`src/rtl/core/jtag_scan_pkg.sv`:
```
// ----------------------------------------------------------------------------
// jtag_scan_pkg
// shared types and constants for the jtag idcode chain scanner
// ----------------------------------------------------------------------------
`default_nettype none

package jtag_scan_pkg;

   localparam int WORD_BITS = 32;
   localparam int RATE_W    = 27;
   localparam int LIMIT_W   = 8;
   localparam int HALF_W    = 19;
   localparam int DIVISOR_W = 20;
   localparam int BIT_W     = 6;
   localparam int PHASE_W   = 3;

   localparam logic [RATE_W-1:0]    RATE_MAX_HZ = 27'd1000000;
   localparam logic [HALF_W-1:0]    HALF_SCALE  = 19'd500000;
   localparam logic [BIT_W-1:0]     NAV_STEPS   = 6'd4;
   localparam logic [BIT_W-1:0]     EXIT_STEPS  = 6'd3;
   localparam logic [WORD_BITS-1:0] WORD_ZERO   = 32'h0000_0000;
   localparam logic [WORD_BITS-1:0] WORD_ONES   = 32'hffff_ffff;

   typedef struct packed {
      logic               start_req;
      logic [LIMIT_W-1:0] device_limit;
      logic               tdo_level;
   } req_type;

   typedef struct packed {
      logic                 tck_level;
      logic                 tms_level;
      logic                 tdi_level;
      logic                 id_valid;
      logic [WORD_BITS-1:0] idcode;
      logic                 busy_res;
      logic                 done_res;
      logic [LIMIT_W-1:0]   device_count;
   } rsp_type;

endpackage

`default_nettype wire

```
`src/rtl/core/jtag_idcode_chain_scanner.sv`:
```
// Takes one timebase tick per cycle and returns one pin/status result per tick, so
// the sustained rate is one item per clock while the skid stage is empty and the
// divider is idle. The tick sequencer is combinational logic between its state
// registers and a result register backed by a one-entry skid stage, so input keeps
// flowing while one result waits. A rate register write starts a restoring divider
// that forms the TCK half period one quotient bit per cycle; input stalls till done.
// ----------------------------------------------------------------------------
// jtag_idcode_chain_scanner
// jtag master that resets the tap chain, shifts out idcodes and counts devices
// ----------------------------------------------------------------------------
`default_nettype none

module jtag_idcode_chain_scanner
   import jtag_scan_pkg::*;
#(
   parameter int RESET_PULSES = 6
) (
   input  wire logic              clock,
   input  wire logic              reset,
   input  wire logic              req_valid,
   output logic                   req_stall,
   input  wire req_type           req_data,
   output logic                   rsp_valid,
   input  wire logic              rsp_stall,
   output rsp_type                rsp_data,
   input  wire logic              csr_write_en,
   input  wire logic [RATE_W-1:0] csr_write_data
);

   localparam logic [PHASE_W-1:0] PH_IDLE  = 3'd0;
   localparam logic [PHASE_W-1:0] PH_RESET = 3'd1;
   localparam logic [PHASE_W-1:0] PH_NAV   = 3'd2;
   localparam logic [PHASE_W-1:0] PH_SHIFT = 3'd3;
   localparam logic [PHASE_W-1:0] PH_EXIT  = 3'd4;

   localparam logic [4:0] DIV_STEPS = 5'(HALF_W);

   // sequencer state
   logic [PHASE_W-1:0]   phase_ff, phase_in;
   logic [HALF_W-1:0]    tick_count_ff, tick_count_in;
   logic [BIT_W-1:0]     bit_index_ff, bit_index_in;
   logic [WORD_BITS-1:0] shift_word_ff, shift_word_in;
   logic [LIMIT_W-1:0]   found_count_ff, found_count_in;
   logic [LIMIT_W-1:0]   limit_held_ff, limit_held_in;
   logic                 clock_high_ff, clock_high_in;
   logic                 pin_tms_ff, pin_tms_in;
   logic                 pin_tdi_ff, pin_tdi_in;
   logic [HALF_W-1:0]    half_period_ff;

   // half period divider
   logic                 div_busy_ff;
   logic [4:0]           div_count_ff;
   logic [DIVISOR_W-1:0] divisor_ff;
   logic [DIVISOR_W-1:0] div_rem_ff, div_rem_in;
   logic [HALF_W-1:0]    div_q_ff, div_q_in;
   logic [DIVISOR_W:0]   div_trial;
   logic                 div_ge;
   logic [DIVISOR_W-1:0] divisor_in;

   // result register and skid
   rsp_type rsp_ff, skid_ff, rsp_new;
   logic    rsp_valid_ff, skid_valid_ff;
   logic    req_accept, rsp_take;

   assign req_stall  = skid_valid_ff || div_busy_ff;
   assign req_accept = req_valid && !req_stall;
   assign rsp_take   = rsp_valid_ff && !rsp_stall;
   assign rsp_valid  = rsp_valid_ff;
   assign rsp_data   = rsp_ff;

   // tick sequencer
   always_comb begin
      logic id_valid;
      logic [WORD_BITS-1:0] idcode;
      logic done;

      phase_in       = phase_ff;
      tick_count_in  = tick_count_ff;
      bit_index_in   = bit_index_ff;
      shift_word_in  = shift_word_ff;
      found_count_in = found_count_ff;
      limit_held_in  = limit_held_ff;
      clock_high_in  = clock_high_ff;
      pin_tms_in     = pin_tms_ff;
      pin_tdi_in     = pin_tdi_ff;
      id_valid       = 1'b0;
      idcode         = '0;
      done           = 1'b0;

      if (phase_ff < PH_RESET || phase_ff > PH_EXIT) begin
         phase_in = PH_IDLE;
         if (req_data.start_req) begin
            found_count_in = '0;
            if (req_data.device_limit == '0) begin
               done = 1'b1;
            end else begin
               limit_held_in = req_data.device_limit;
               phase_in      = PH_RESET;
               bit_index_in  = '0;
               tick_count_in = '0;
               clock_high_in = 1'b1;
            end
         end
      end

      if (phase_in != PH_IDLE) begin
         if (tick_count_in == '0) begin
            if (!clock_high_in) begin
               clock_high_in = 1'b1;
            end else begin
               unique case (phase_in)
                  PH_RESET: begin
                     pin_tms_in = 1'b1;
                  end
                  PH_NAV: begin
                     pin_tms_in = (bit_index_in[1:0] == 2'd1);
                     pin_tdi_in = 1'b0;
                  end
                  PH_SHIFT: begin
                     pin_tms_in = 1'b0;
                     pin_tdi_in = 1'b1;
                  end
                  default: begin
                     pin_tms_in = (bit_index_in < 6'd2);
                     pin_tdi_in = 1'b1;
                  end
               endcase
               clock_high_in = 1'b0;
            end
            tick_count_in = half_period_ff;
         end
         tick_count_in = tick_count_in - 1'b1;
         if (tick_count_in == '0 && !clock_high_in) begin
            if (phase_in == PH_SHIFT && req_data.tdo_level) begin
               shift_word_in[bit_index_in[4:0]] = 1'b1;
            end
         end else if (tick_count_in == '0) begin
            bit_index_in = bit_index_in + 1'b1;
            unique case (phase_in)
               PH_RESET: begin
                  if (bit_index_in >= BIT_W'(RESET_PULSES)) begin
                     phase_in     = PH_NAV;
                     bit_index_in = '0;
                  end
               end
               PH_NAV: begin
                  if (bit_index_in >= NAV_STEPS) begin
                     phase_in      = PH_SHIFT;
                     bit_index_in  = '0;
                     shift_word_in = '0;
                  end
               end
               PH_SHIFT: begin
                  if (bit_index_in >= BIT_W'(WORD_BITS)) begin
                     bit_index_in = '0;
                     if (shift_word_in == WORD_ZERO || shift_word_in == WORD_ONES) begin
                        phase_in = PH_EXIT;
                     end else begin
                        id_valid       = 1'b1;
                        idcode         = shift_word_in;
                        found_count_in = found_count_in + 1'b1;
                        if (found_count_in >= limit_held_in) begin
                           phase_in = PH_EXIT;
                        end
                     end
                     shift_word_in = '0;
                  end
               end
               default: begin
                  if (bit_index_in >= EXIT_STEPS) begin
                     phase_in     = PH_IDLE;
                     bit_index_in = '0;
                     done         = 1'b1;
                  end
               end
            endcase
         end
      end

      rsp_new.tck_level    = clock_high_in;
      rsp_new.tms_level    = pin_tms_in;
      rsp_new.tdi_level    = pin_tdi_in;
      rsp_new.id_valid     = id_valid;
      rsp_new.idcode       = idcode;
      rsp_new.busy_res     = (phase_in != PH_IDLE);
      rsp_new.done_res     = done;
      rsp_new.device_count = found_count_in;
   end

   always_ff @(posedge clock) begin
      if (reset) begin
         phase_ff       <= PH_IDLE;
         tick_count_ff  <= '0;
         bit_index_ff   <= '0;
         shift_word_ff  <= '0;
         found_count_ff <= '0;
         limit_held_ff  <= '0;
         clock_high_ff  <= 1'b1;
         pin_tms_ff     <= 1'b1;
         pin_tdi_ff     <= 1'b0;
      end else if (req_accept) begin
         phase_ff       <= phase_in;
         tick_count_ff  <= tick_count_in;
         bit_index_ff   <= bit_index_in;
         shift_word_ff  <= shift_word_in;
         found_count_ff <= found_count_in;
         limit_held_ff  <= limit_held_in;
         clock_high_ff  <= clock_high_in;
         pin_tms_ff     <= pin_tms_in;
         pin_tdi_ff     <= pin_tdi_in;
      end
   end

   // result register with skid stage
   always_ff @(posedge clock) begin
      if (reset) begin
         rsp_valid_ff  <= 1'b0;
         skid_valid_ff <= 1'b0;
      end else if (!rsp_valid_ff || rsp_take) begin
         if (skid_valid_ff) begin
            rsp_valid_ff  <= 1'b1;
            skid_valid_ff <= 1'b0;
         end else begin
            rsp_valid_ff <= req_accept;
         end
      end else if (req_accept) begin
         skid_valid_ff <= 1'b1;
      end
   end

   always_ff @(posedge clock) begin
      if (!rsp_valid_ff || rsp_take) begin
         if (skid_valid_ff) begin
            rsp_ff <= skid_ff;
         end else if (req_accept) begin
            rsp_ff <= rsp_new;
         end
      end else if (req_accept) begin
         skid_ff <= rsp_new;
      end
   end

   // half period = 500000 / rate, restoring division one bit per cycle
   assign divisor_in = (csr_write_data == '0 || csr_write_data > RATE_MAX_HZ)
                       ? DIVISOR_W'(RATE_MAX_HZ) : csr_write_data[DIVISOR_W-1:0];
   assign div_trial  = {div_rem_ff, div_q_ff[HALF_W-1]};
   assign div_ge     = (div_trial >= {1'b0, divisor_ff});

   always_comb begin
      logic [DIVISOR_W:0] diff;
      diff       = div_trial - {1'b0, divisor_ff};
      div_rem_in = div_ge ? diff[DIVISOR_W-1:0] : div_trial[DIVISOR_W-1:0];
      div_q_in   = {div_q_ff[HALF_W-2:0], div_ge};
   end

   always_ff @(posedge clock) begin
      if (reset) begin
         div_busy_ff    <= 1'b0;
         div_count_ff   <= '0;
         half_period_ff <= HALF_W'(1);
      end else if (csr_write_en) begin
         div_busy_ff  <= 1'b1;
         div_count_ff <= DIV_STEPS;
      end else if (div_busy_ff) begin
         div_count_ff <= div_count_ff - 1'b1;
         if (div_count_ff == 5'd1) begin
            div_busy_ff    <= 1'b0;
            half_period_ff <= (div_q_in == '0) ? HALF_W'(1) : div_q_in;
         end
      end
   end

   always_ff @(posedge clock) begin
      if (csr_write_en) begin
         divisor_ff <= divisor_in;
         div_rem_ff <= '0;
         div_q_ff   <= HALF_SCALE;
      end else if (div_busy_ff) begin
         div_rem_ff <= div_rem_in;
         div_q_ff   <= div_q_in;
      end
   end

   a_skid_behind_main: assert property (@(posedge clock) disable iff (reset)
      skid_valid_ff |-> rsp_valid_ff)
      else $error("skid holds a result while the result register is empty");

   a_shift_index: assert property (@(posedge clock) disable iff (reset)
      phase_ff == PH_SHIFT |-> bit_index_ff < BIT_W'(WORD_BITS))
      else $error("shift bit index past the word");

   a_count_in_limit: assert property (@(posedge clock) disable iff (reset)
      phase_ff != PH_IDLE |-> found_count_ff <= limit_held_ff)
      else $error("device count exceeds the limit during a scan");

   a_half_nonzero: assert property (@(posedge clock) disable iff (reset)
      $fell(div_busy_ff) |-> half_period_ff != '0)
      else $error("divider left a zero half period");

endmodule

`default_nettype wire
```
`config.mk`:
```
export PLATFORM = sky130hd
export DESIGN_NAME = jtag_idcode_chain_scanner
export DESIGN_NICKNAME = d
export VERILOG_FILES = /design/src/rtl/core/jtag_scan_pkg.sv /design/src/rtl/core/jtag_idcode_chain_scanner.sv
export SDC_FILE = /design/constraint.sdc
export NUM_CORES = 1
export LEC_CHECK = 0
export BUFFER_PORTS_ARGS = -buffer_cell sky130_fd_sc_hd__buf_2
export CAP_MARGIN = 40
export CORE_MARGIN = 2
export CORE_UTILIZATION = 45
export CTS_CLUSTER_SIZE = 24
export DETAILED_ROUTE_END_ITERATION = 7
export SLEW_MARGIN = 15
export SYNTH_ARGS = -nofsm -noshare
export SYNTH_HDL_FRONTEND = slang
export SYNTH_SLANG_ARGS = --single-unit
```
`constraint.sdc`:
```
create_clock -name clock -period 6.13 [get_ports clock]
set_clock_uncertainty 0.2 [all_clocks]
set_input_delay 1.226 -clock clock [delete_from_list [all_inputs] [get_ports clock]]
set_output_delay 1.226 -clock clock [all_outputs]
set_load 0.02 [all_outputs]
```
==> results.txt <==
status: finished, final reports clean
sw frac: 29.16%
Avg Synthesized Cell Area: 8.982 sq um
largest net degree at the start of global routing: 94
layout cell share with drive strength beyond 1: 13.15%
full die area: 32320 sq um
Synthesized Nets: 1629
Worst EP required: 6.23 ns
actual slew at the worst max-slew pin: 0.8579 ns
Async S/R FF share, synth: 0%
CTS resizes: 0
cell type with the highest aggregate area in the netlist: edfxtp_1
final setup margin: 0.8308 ns
Post CTS Setup Buffer Count: 0
Detail Route Antenna Nets: 0
most used flip-flop cell after synthesis: dfxtp_1
DR iter-0 viols: 699
Max Root-Sink Buffers: 3
Ys Warns: 0
post-synthesis cell area: 13900 sq um
share of power burned in registers: 42.9%
Tot GR Track Use: 20.56%
Worst-Skew Late Latency: 0.54 ns
Cell Rows: 64
filler cell count in the final layout: 2876
area delta synth->final: 12.83%
sequential share of the synthesized area: 45.06%
Finished Cell Area: 15690 sq um
Chip Height: 179.8 microns
number of synthesized flops with an enable pin: 112
Leakage: 5.768 nW
Final #Nets: 1679
Max Transition Viols Final: 0
most frequent cells after synthesis: nand2_1 (205), dfxtp_1 (145), nor2_1 (128)
first-pass GRT wire length: 56030 microns
Port Buffers: 89
Initial DRT Pass Iterations: 5
most common cell in the netlist: nand2_1
grt ovf: 0
Critical Path End Type: flip-flop
Final Hold Vio Count: 0
Placed Area: 14770 sq um
final hold slack: 0.2557 ns
CTS tree: yes
Arr. time, crit path: 5.39 ns
total number of vias: 11490
vias in the first global route: 10920
drt total wl: 33760 microns
Ant. Diodes: 0
number of clock sinks: 257
worst slack at placement: 0.2600 ns
Internal: 3.180 mW
initial antenna violation count: 0
final setup TNS: 0 ns
Cell Pwr Density: 286.1 nW/um^2
top post-synthesis cells by area: edfxtp_1 (24%), dfxtp_1 (21%), nand2_1 (5.5%), nor2_1 (3.5%), ha_1 (3.4%)
setup violators final: 0
Setup Crit Path Kind: primary input to flip-flop
CTS buffer count: 28
Slew HR: 42.59%
cells after synthesis: 1548
Tmin final: 5.299 ns
effective utilization at floorplan: 45.57%
library cells used by synthesis: 89
Top Ports: 90
period utilization: 86.45%
detailed-route DRC error count: 0
HPWL Detailed: 23440 microns
startpoint types: primary input
combinational share of power: 20.1%
CTS H-tree lvls: 1
Max-cap violations: 0
Sw Pwr: 1.309 mW
worst hold path class: flip-flop to flip-flop
GPL Wtd Cong: 0.8943
critical-path maximum fanout: 13
clock power share: 37.0%
Power Total: 4.488 mW
Worst-path clk slew: 0.06 ns
Clk Tree Root Cell: clkbuf_16
CTS Hold Buffers Added: 0
Yosys reg bits: 257
Via density: 5.701
drt wl/cell: 16.74 microns
fmax: 188.7 MHz
width of the chip: 179.8 microns
RSZ-0062 raised after global routing: false
core area: 30510 sq um
maximum vdd drop: 0.2078 mV
Yosys top cell area share: 24.19%
worst max-delay path, cell delays in order:
cell,delay [ns]
buf_2,0.11
nor4_1,0.34
and2_1,0.30
o22ai_4,0.10
a22oi_1,0.24
ha_1,0.25
nand2_1,0.08
or3_4,0.37
a21oi_1,0.17
mux2i_1,0.10
a211o_1,0.33
or4b_4,0.53
or4b_1,0.60
buf_4,0.24
xnor2_1,0.15
mux2_2,0.26
worst paths after layout:
check	from	endpoint	slack [ns]	cells after the start
setup / recovery	req_data[8]	rsp_data[0]$_DFFE_PP_	0.83	16
hold / removal	pin_tdi_ff$_SDFFE_PP0P_	pin_tdi_ff$_SDFFE_PP0P_	0.26	2
setup reg to reg	tick_count_ff[14]$_SDFFE_PP0P_	rsp_data[0]$_DFFE_PP_	0.98	15
hold reg to reg	pin_tdi_ff$_SDFFE_PP0P_	pin_tdi_ff$_SDFFE_PP0P_	0.26	2
power groups by stage:
stage / logic (mW) / clock network (mW) / registers (mW)
after floorplan: 0.659 / 0 / 1.96
after global placement: 0.879 / 0 / 1.96
after detailed placement: 0.891 / 0 / 1.96
after CTS: 0.894 / 1.71 / 1.92
after global routing: 0.995 / 1.78 / 1.93
final: 0.902 / 1.66 / 1.92
logic make-up (layout without fill, tap and decap cells):
logic type / Yosys count / count (layout) / share of synthesized area, %
and+or+nand+nor: 672 / 672 / 24.61
AOI/OAI and AO/OA: 351 / 351 / 17.12
DFF: 257 / 257 / 45.06
buffers and inverters: 153 / 225 / 4.346
xor gates and xnor gates: 41 / 41 / 2.583
adders and majority gates: 39 / 39 / 3.563
muxes: 35 / 35 / 2.718
stage by stage:
| step | utilization (%) | std cells |
|---|---|---|
| floorplan | - | 1548 |
| global placement | 48.22 | 1960 |
| detailed placement | 48.43 | 1964 |
| CTS | 51.42 | 2016 |
| global route | 51.42 | 2016 |
| finish | 51.42 | 2016 |
metal layers:
| layer | GRT usage [%] | vias up | wire length, microns |
|---|---|---|---|
| met5 | 0 | - | 0 |
| met4 | 7.285 | 0 | 1011 |
| met3 | 2.897 | 74 | 1504 |
| met2 | 33.81 | 254 | 15570 |
| met1 | 27.72 | 5394 | 15670 |
| li1 | - | 5772 | - |
layout by cell type (no fill, tap or decap), types with 8 or more instances in the layout:
cell,netlist,final
a211oi_1,26,26
a21o_1,8,8
a21oi_1,65,64
a22oi_1,43,43
a31oi_1,15,15
and2_1,52,52
and3_1,13,13
buf_2,6,89
buf_4,2,36
clkbuf_16,0,29
dfxtp_1,145,143
edfxtp_1,112,112
ha_1,38,38
inv_1,44,44
mux2i_1,28,28
nand2_1,205,205
nand2b_1,19,19
nand3_1,35,35
nand4_1,22,22
nor2_1,128,127
nor2b_1,14,14
nor3_1,50,49
nor4_1,64,64
o211ai_1,13,13
o21a_1,35,35
o21ai_0,71,70
o31ai_1,8,8
or2_2,12,12
or3_1,17,17
xnor2_1,29,29
xor2_1,12,12
flip-flops by register name, indices dropped and copies added (netlist names), 19 cells and up:
register / count
div_q_ff: 19
div_rem_ff: 20
divisor_ff: 20
half_period_ff: 19
rsp_data: 46
shift_word_ff: 32
skid_ff: 46
tick_count_ff: 19
cell type report:
type	instances	area [sq um]	area share [%]
Clock buffer	39	794.5	5.064
Clock inverter	13	120.1	0.7656
Inverter	45	168.9	1.077
Multi-Input combinational cell	1138	7058	44.99
Sequential cell	257	6269	39.96
Tap cell	396	495.5	3.158
Timing Repair Buffer	128	783.3	4.992
Power figures use the tool's default switching activity.
